$ cat config.mk
export PLATFORM = sky130hd
export DESIGN_NAME = ultrasonic_echo_scanner_unit
export DESIGN_NICKNAME = d
export VERILOG_FILES = /design/src/design/ues_pkg.sv /design/src/design/ultrasonic_echo_scanner_unit.sv
export SDC_FILE = /design/constraint.sdc
export NUM_CORES = 1
export LEC_CHECK = 0
export ABC_AREA = 1
export BUFFER_PORTS_ARGS = -buffer_cell sky130_fd_sc_hd__buf_2
export CELL_PAD_IN_SITES_DETAIL_PLACEMENT = 1
export CELL_PAD_IN_SITES_GLOBAL_PLACEMENT = 1
export CORE_MARGIN = 5
export CORE_UTILIZATION = 44
export DETAILED_ROUTE_END_ITERATION = 12
export PLACE_DENSITY_LB_ADDON = 0.1
export SYNTH_ARGS = -nofsm -noshare
export SYNTH_HDL_FRONTEND = slang
export SYNTH_SLANG_ARGS = --single-unit
$ cat constraint.sdc
create_clock -name clk -period 3.39 [get_ports clk]
set_input_delay 0.1695 -clock clk [delete_from_list [all_inputs] [get_ports clk]]
set_output_delay 0.1695 -clock clk [all_outputs]
set_load 0.01 [all_outputs]
$ cat src/design/ues_pkg.sv
// ---------------------------------------------------------------------------
// ues_pkg
// Types and constants of the ultrasonic echo scanner.
// ---------------------------------------------------------------------------
`timescale 1ns / 1ps

package ues_pkg;

  localparam int LINE_W   = 8;
  localparam int COUNT_W  = 16;
  localparam int TRIG_W   = 8;
  localparam int IDX_W    = 3;
  localparam int STEP_W   = 5;
  localparam int BYTE_W   = 8;
  localparam int CFG_IDX_W = 2;
  localparam int CFG_DATA_W = 16;

  localparam logic [COUNT_W-1:0] MAX_COUNT_RST      = 16'd33330;
  localparam logic [COUNT_W-1:0] DIVISOR_RST        = 16'd1075;
  localparam logic [TRIG_W-1:0]  TRIGGER_LENGTH_RST = 8'd10;
  localparam logic [STEP_W-1:0]  STEP_MAX           = 5'd31;
  localparam logic [COUNT_W-1:0] COUNT_MAX          = 16'hFFFF;

  typedef enum logic [CFG_IDX_W-1:0] {
    CFG_MAX_COUNT      = 2'd0,
    CFG_DIVISOR        = 2'd1,
    CFG_TRIGGER_LENGTH = 2'd2
  } cfg_reg_t;

endpackage

$ cat src/design/ultrasonic_echo_scanner_unit.sv
// ---------------------------------------------------------------------------
// ultrasonic_echo_scanner_unit
// Round-robin ultrasonic ranging: triggers one sensor at a time, times its
// echo and emits one status word per timer tick.
// ---------------------------------------------------------------------------
//  channel  | signals                                   | role
//  ---------+-------------------------------------------+---------------------
//  input    | in_valid, in_ready, echo_lines            | one timer tick
//  output   | out_valid, out_ready, trigger_lines,      | one result per tick
//           | packet_valid, packet_byte, timed_out      |
//  config   | cfg_write, cfg_index, cfg_data            | register writes
//
// The scan state is updated at the accepting edge and the result lands in the
// output register in the same edge.
// One tick is accepted per cycle while the output register is empty or drained.
// A stalled output holds its result and blocks further ticks.
// Synchronous reset clears the scan state and loads the register defaults.
// ---------------------------------------------------------------------------
`timescale 1ns / 1ps

module ultrasonic_echo_scanner_unit
  import ues_pkg::*;
#(
  parameter int NUM_SENSORS = 8
) (
  input  logic                  clk,
  input  logic                  rst,
  input  logic                  cfg_write,
  input  logic [CFG_IDX_W-1:0]  cfg_index,
  input  logic [CFG_DATA_W-1:0] cfg_data,
  input  logic                  in_valid,
  output logic                  in_ready,
  input  logic [LINE_W-1:0]     echo_lines,
  output logic                  out_valid,
  input  logic                  out_ready,
  output logic [LINE_W-1:0]     trigger_lines,
  output logic                  packet_valid,
  output logic [BYTE_W-1:0]     packet_byte,
  output logic                  timed_out
);

  localparam logic [IDX_W-1:0] IDX_LAST = IDX_W'(NUM_SENSORS - 1);

  logic [COUNT_W-1:0] max_count;
  logic [COUNT_W-1:0] divisor;
  logic [TRIG_W-1:0]  trigger_length;

  logic [IDX_W-1:0]   sensor_index, sensor_index_next;
  logic [COUNT_W-1:0] elapsed_ticks, elapsed_ticks_next;
  logic [COUNT_W-1:0] step_prescaler, step_prescaler_next;
  logic [STEP_W-1:0]  distance_steps, distance_steps_next;
  logic [LINE_W-1:0]  previous_echo;

  logic [LINE_W-1:0]  sel_bit;
  logic [LINE_W-1:0]  trig_next;
  logic               valid_next;
  logic               tmo_next;
  logic [BYTE_W-1:0]  byte_next;
  logic [COUNT_W-1:0] pre_inc;
  logic               take;

  assign in_ready = !out_valid || out_ready;
  assign take     = in_valid && in_ready;

  always_ff @(posedge clk) begin
    if (rst) begin
      max_count      <= MAX_COUNT_RST;
      divisor        <= DIVISOR_RST;
      trigger_length <= TRIGGER_LENGTH_RST;
    end else if (cfg_write) begin
      case (cfg_index)
        CFG_MAX_COUNT:      max_count      <= cfg_data;
        CFG_DIVISOR:        divisor        <= cfg_data;
        CFG_TRIGGER_LENGTH: trigger_length <= cfg_data[TRIG_W-1:0];
        default: ;
      endcase
    end
  end

  always_comb begin
    sel_bit   = LINE_W'(1) << sensor_index;
    trig_next = ({8'd0, elapsed_ticks} < {16'd0, trigger_length} + 24'd0) ? sel_bit : '0;
    pre_inc   = step_prescaler + COUNT_W'(1);

    sensor_index_next   = sensor_index;
    elapsed_ticks_next  = elapsed_ticks;
    step_prescaler_next = step_prescaler;
    distance_steps_next = distance_steps;
    valid_next          = 1'b0;
    tmo_next            = 1'b0;
    byte_next           = '0;

    if ((echo_lines & sel_bit) != '0 && (previous_echo & sel_bit) == '0) begin
      // Echo edge wins over a timeout on the same tick.
      valid_next = 1'b1;
      byte_next  = {sensor_index, ~distance_steps};
    end else if (elapsed_ticks >= max_count) begin
      valid_next = 1'b1;
      tmo_next   = 1'b1;
      byte_next  = {sensor_index, {STEP_W{1'b0}}};
    end else begin
      if (elapsed_ticks != COUNT_MAX) begin
        elapsed_ticks_next = elapsed_ticks + COUNT_W'(1);
      end
      // A zero divisor counts a step on every tick, like a divisor of one.
      if (pre_inc >= divisor || pre_inc == '0) begin
        step_prescaler_next = '0;
        if (distance_steps != STEP_MAX) begin
          distance_steps_next = distance_steps + STEP_W'(1);
        end
      end else begin
        step_prescaler_next = pre_inc;
      end
    end

    if (valid_next) begin
      sensor_index_next   = (sensor_index >= IDX_LAST) ? '0 : sensor_index + IDX_W'(1);
      elapsed_ticks_next  = '0;
      step_prescaler_next = '0;
      distance_steps_next = '0;
    end
  end

  always_ff @(posedge clk) begin
    if (rst) begin
      sensor_index   <= '0;
      elapsed_ticks  <= '0;
      step_prescaler <= '0;
      distance_steps <= '0;
      previous_echo  <= '0;
    end else if (take) begin
      sensor_index   <= sensor_index_next;
      elapsed_ticks  <= elapsed_ticks_next;
      step_prescaler <= step_prescaler_next;
      distance_steps <= distance_steps_next;
      previous_echo  <= echo_lines;
    end
  end

  always_ff @(posedge clk) begin
    if (rst) begin
      out_valid <= 1'b0;
    end else if (in_ready) begin
      out_valid <= in_valid;
    end
  end

  always_ff @(posedge clk) begin
    if (take) begin
      trigger_lines <= trig_next;
      packet_valid  <= valid_next;
      packet_byte   <= byte_next;
      timed_out     <= tmo_next;
    end
  end

endmodule

# Word-level counts from Yosys, hierarchy flattened
# Index checks and enable logic that the tools add are counted.
# word_totals
reg_bits	107
output_inout_bits	20
# op_classes
n_addsub	4
order_cmp	4
eq_ne	6
shift	1
muxes	18
bitwise	3
n_reduce_logical	19
# op_table
operator	n
$mux 16	8
$add 16x1->16 const B	2
$ge 16x16->1	2
$mux 5	5
$and 8x8->8	2
$logic_not 16->1	1
$lt 16x8->1	1
$mux 8	2
$ne 16x16->1 const B	1
$logic_not 8->1	1
$reduce_and 2->1	4
$reduce_bool 8->1	1
$shl 1x3->8 const A	1
$reduce_bool 2->1	3
$add 5x1->5 const B	1
$ne 5x5->1 const B	1
$not 5->5	1
$reduce_and 5->1	1
$ne 2x2->1 const B	2
$reduce_and 4->1	1
$add 3x1->3 const B	1
$ge 3x3->1 const B	1
$mux 3	1
$reduce_and 3->1	1
7 further kinds	10

# Depth between registers and ports, before layout
# logic_depth
depth_word	7
ltp_mapped	20
ltp_nobuf	20

# Least setup slack after synthesis
# OpenSTA, ideal clock, no wires.
# synth_timing
kind	flip-flop to flip-flop
startpoint	reg step_prescaler[0]
endpoint	reg step_prescaler[12]
arrival_time_ps	2567
t_required_ps	3320
setup_slack_ps	752
stages_incl_launch_ff	18
n_path_buf	1
path_cell_list	dfxtp_1 -> ha_1 -> nand3_2 -> nor2_4 -> nand4_1 -> nand2_1 -> inv_1 -> ha_1 -> nand2_1 -> inv_1 -> a31oi_1 -> o21ai_0 -> nor2_1 -> nand2_1 -> nor2_1 -> buf_4 -> nand4_1 -> a21oi_1
# synth_via
elab_chain_cells	7
# synth_rtl
element	line_no	text
start, declared	ultrasonic_echo_scanner_unit.sv:50	logic [COUNT_W-1:0] step_prescaler, step_prescaler_next;
start signal, assigned	ultrasonic_echo_scanner_unit.sv:134	step_prescaler <= step_prescaler_next;
$add 16x1->16 *	ultrasonic_echo_scanner_unit.sv:83	pre_inc = step_prescaler + COUNT_W'(1);
$ge 16x16->1 / $logic_not 16->1 (equally long branches)	ultrasonic_echo_scanner_unit.sv:106	if (pre_inc >= divisor || pre_inc == '0) begin
$logic_or 1x1->1	ultrasonic_echo_scanner_unit.sv:106	
$mux 16 *	ultrasonic_echo_scanner_unit.sv:106	
$mux 16 *	ultrasonic_echo_scanner_unit.sv:97	end else if (elapsed_ticks >= max_count) begin
$mux 16 *	ultrasonic_echo_scanner_unit.sv:93	if ((echo_lines & sel_bit) != '0 && (previous_echo & sel_bit) == '0) begin
$mux 16 *	ultrasonic_echo_scanner_unit.sv:116	if (valid_next) begin
# Every way passes the cells marked *; elsewhere a longest branch is shown, timed or not. The select of a mux whose other input is x is not followed.
# A chain may end at the register's enable or synchronous reset.

# Worst setup path in the final report
# layout_timing
startpoint	reg step_prescaler[0]
endpoint	reg distance_steps[1]
# layout_via
elab_chain_cells	5
# layout_rtl
element	line_no	text
$add 16x1->16 *	ultrasonic_echo_scanner_unit.sv:83	
$ge 16x16->1 / $logic_not 16->1 (equally long branches)	ultrasonic_echo_scanner_unit.sv:106	
$logic_or 1x1->1 *	ultrasonic_echo_scanner_unit.sv:106	
$reduce_bool 2->1 (no line) *	-	
$reduce_and 5->1 (no line) *	-	
end signal, assigned	ultrasonic_echo_scanner_unit.sv:135	distance_steps <= distance_steps_next;
end, declared	ultrasonic_echo_scanner_unit.sv:51	logic [STEP_W-1:0] distance_steps, distance_steps_next;
# Every way passes the cells marked *; elsewhere a longest branch is shown, timed or not.

==> flow_summary.yaml <==
clock_tree:
  clkTransAtPathRegs_ns: 0.08
  cts_max_level: 3
  ctsHoldBuffers: 0
  cts_tree: "done"
  clock_path_buffers: 2
  clk_latency_ns: 0.35
  cts_buffers: 9
  cts_setup_buffers: 0
  cts_sinks: 107
  postCtsResizedCells: 0
  root_buffer: "clkbuf_16"
synth:
  yosysSeqAreaShare_pct: 38.14
  synth-seq-cells: 107
  syn_avg_cell_area_sq_um: 7.563
  synth_cell_types: 38
  synth.net_count: 886
  ys_warn_count: 0
  syn_inst: 805
  synth_area_sq_um: 6088
setup_path:
  r2r_setup_slack_ns: 0.42
  cp.required_ns: 3.67
  rr_startpoint: "step_prescaler[0]"
  timing.rr.end: "distance_steps[1]"
  start_kind: "flop"
  r2r_cells: 19
  arrival_ns: 3.25
  cp_max_fo: 17
  cp-end-kind: "flop"
  criticalPathCategory: "reg -> reg"
  startpoint: "step_prescaler[0]"
cells_and_area:
  fillCellCount: 1749
  drive_above_1_share_pct: 13.43
  antennaDiodeCount: 0
  area_growth_pct: 11.84
  instances_no_fill: 1036
  nets: 932
sta:
  slew_headroom_pct: 31.71
  setup_viol: 0
  hold_viol_final: 0
  setup_ws_ns: 0.4232
  fin_setup_tns_ns: 0
  fin_crit_ns: 2.967
  tightest_slew_ns: 1.023
  slew_violations: 0
  period_share_pct: 87.52
  rsz0062_at_grt: "no"
  max_freq_ghz: 0.3371
  whs_ns: 0.09108
  finClkSkew_ns: 0.01039
pwr:
  clock_power_share_pct: 34.9
  switching_share_pct: 30.29
  internal_power_mw: 2.180
  ir_drop_mv: 0.2596
  pwr-share-seq_pct: 46.1
  total_power_mw: 3.127
  leakagePower_nw: 3.004
  power_frac_comb_pct: 19.0
  p_per_area_nw_per_um2: 459.3
  power.switching_mw: 0.9472
hold_path:
  min_from: "cfg_data[10]"
  whs_path_depth: 3
  hold_class: "in -> reg"
  holdPathEnd: "divisor[10]"
floorplanning:
  core-area_sq_um: 13720
  die_area_sq_um: 16290
  chipWidth_um: 127.6
  dieHeight_um: 127.6
  io-pin-count: 51
  initial_core_util_pct: 44.38
  num_rows: 43
flow_run:
  cap_violations: 0
global_route:
  grt_start_max_net_pins: 35
  grt_pass1_vias: 5714
  antenna_found_initial: 0
  grt_usage_pct: 21.67
  grt_first_pass_wirelength_um: 28410
  grt_overflow_total: 0
placed_design:
  gp_congestion: 0.8885
  hpwl_um: 13040
  dp.cells: 1020
  port_buffers: 50
  pre_cts_ws_ns: 0.4578
routing:
  wire_per_inst_um: 16.43
  firstDrtPassIters: 4
  dr.first_iter.drc_count: 272
  drc: 0
  routed_wl_um: 17020
  vias: 5509
  ant_nets: 0
  vias_per_cell: 5.318
status:
  outcome: "complete, no violations"
-- synthesized netlist by cell type, drive strengths merged --
master / n / area (sq um)
a21boi: 1 / 7.510
a21o: 2 / 15.01
a21oi: 84 / 442.9
a31oi: 1 / 6.260
and3: 1 / 6.260
buf: 9 / 82.58
clkbuf: 18 / 67.56
clkinv: 1 / 3.750
dfxtp: 89 / 1782
edfxtp: 18 / 540.5
ha: 50 / 625.6
inv: 109 / 409.2
nand2: 149 / 591.8
nand3: 56 / 327.8
nand4: 28 / 205.2
nor2: 91 / 391.6
nor3: 16 / 90.09
nor4: 3 / 18.77
o211ai: 12 / 90.09
o21a: 1 / 7.510
o21ai: 53 / 265.3
o21bai: 2 / 15.01
xnor2: 2 / 17.52
xor2: 9 / 78.83
-- routing by layer --
| layer | GRT usage [%] | up-vias | wire [um] |
|---|---|---|---|
| met2 | 39.08 | 65 | 8633 |
| met4 | 7.553 | 0 | 345 |
| met3 | 2.425 | 19 | 361 |
| li1 | - | 2757 | - |
| met1 | 26.72 | 2668 | 7684 |
| met5 | 0 | - | 0 |
-- area by class of cell --
class	instances	area, sq um	area share, %
Clock buffer	12	246.5	3.620
Clock inverter	4	58.81	0.8637
Inverter	110	412.9	6.064
Multi-Input combinational cell	561	3203	47.04
Sequential cell	107	2322	34.11
Tap cell	180	225.2	3.308
Timing Repair Buffer	62	340.3	4.998
-- cells by family after synthesis --
kind of cell | count (synthesis) | synth area share (%)
simple gates | 344 | 26.80
compound gates | 156 | 13.95
buf+inv | 137 | 9.248
flops | 107 | 38.14
fa+ha+maj | 50 | 10.28
xor+xnor | 11 | 1.583
-- through the flow --
step	instance area [sq um]	util [%]
6_report	6809	49.63
5_1_grt	6809	49.63
4_1_cts	6809	49.63
3_5_place_dp	6504	47.41
3_3_place_gp	6504	47.41
2_1_floorplan	6088	-
-- power groups by stage --
stage,sequential (mW),clock (mW),combinational (mW)
2_1_floorplan,1.48,0,0.404
3_3_place_gp,1.46,0,0.575
3_5_place_dp,1.47,0,0.599
4_1_cts,1.44,1.12,0.602
5_1_grt,1.45,1.17,0.667
6_report,1.44,1.09,0.595
-- worst max-delay path: stages, from the launching register on --
cell,delay (ns)
dfxtp_1,0.43
ha_1,0.25
nand3_2,0.16
nor2_4,0.18
nand4_1,0.10
nand2_1,0.12
inv_1,0.07
ha_1,0.29
nand2_1,0.07
inv_1,0.05
a31oi_1,0.12
o21ai_0,0.10
nor2_1,0.09
nand2_1,0.06
nor2_1,0.09
buf_4,0.23
nand2_4,0.10
nand2_2,0.12
nand3_1,0.10
a21oi_1,0.16
-- how the worst max path moves through the flow --
stage	end	slack, ns	depth (start not counted)
CTS	distance_steps[1]	0.44	19
global route	distance_steps[3]	0.11	19
finish	distance_steps[1]	0.42	19
global placement	distance_steps[4]	0.70	19
detailed placement	distance_steps[1]	0.46	19
floorplan	step_prescaler[12]	0.75	17
-- state kept, by name (all words and copies together) (netlist names), 8 cells and up --
signal          cells
previous_echo       8
trigger_length      8
trigger_lines       8
packet_byte         8
step_prescaler     16
max_count          16
divisor            16
elapsed_ticks      16
-- cell usage in the layout, fill, tap and decap left out, types with 7 or more instances in the layout --
master,instances
a21oi_1,78
nand3_1,48
o211ai_1,12
inv_1,107
edfxtp_1,18
nor2_1,83
o21ai_0,50
buf_4,12
ha_1,50
xor2_1,9
nand4_1,26
nand2_2,10
dfxtp_1,89
clkbuf_16,9
buf_2,50
nand3_2,7
nand2_1,138
nor3_1,14
(Power assumes the default switching activity.)
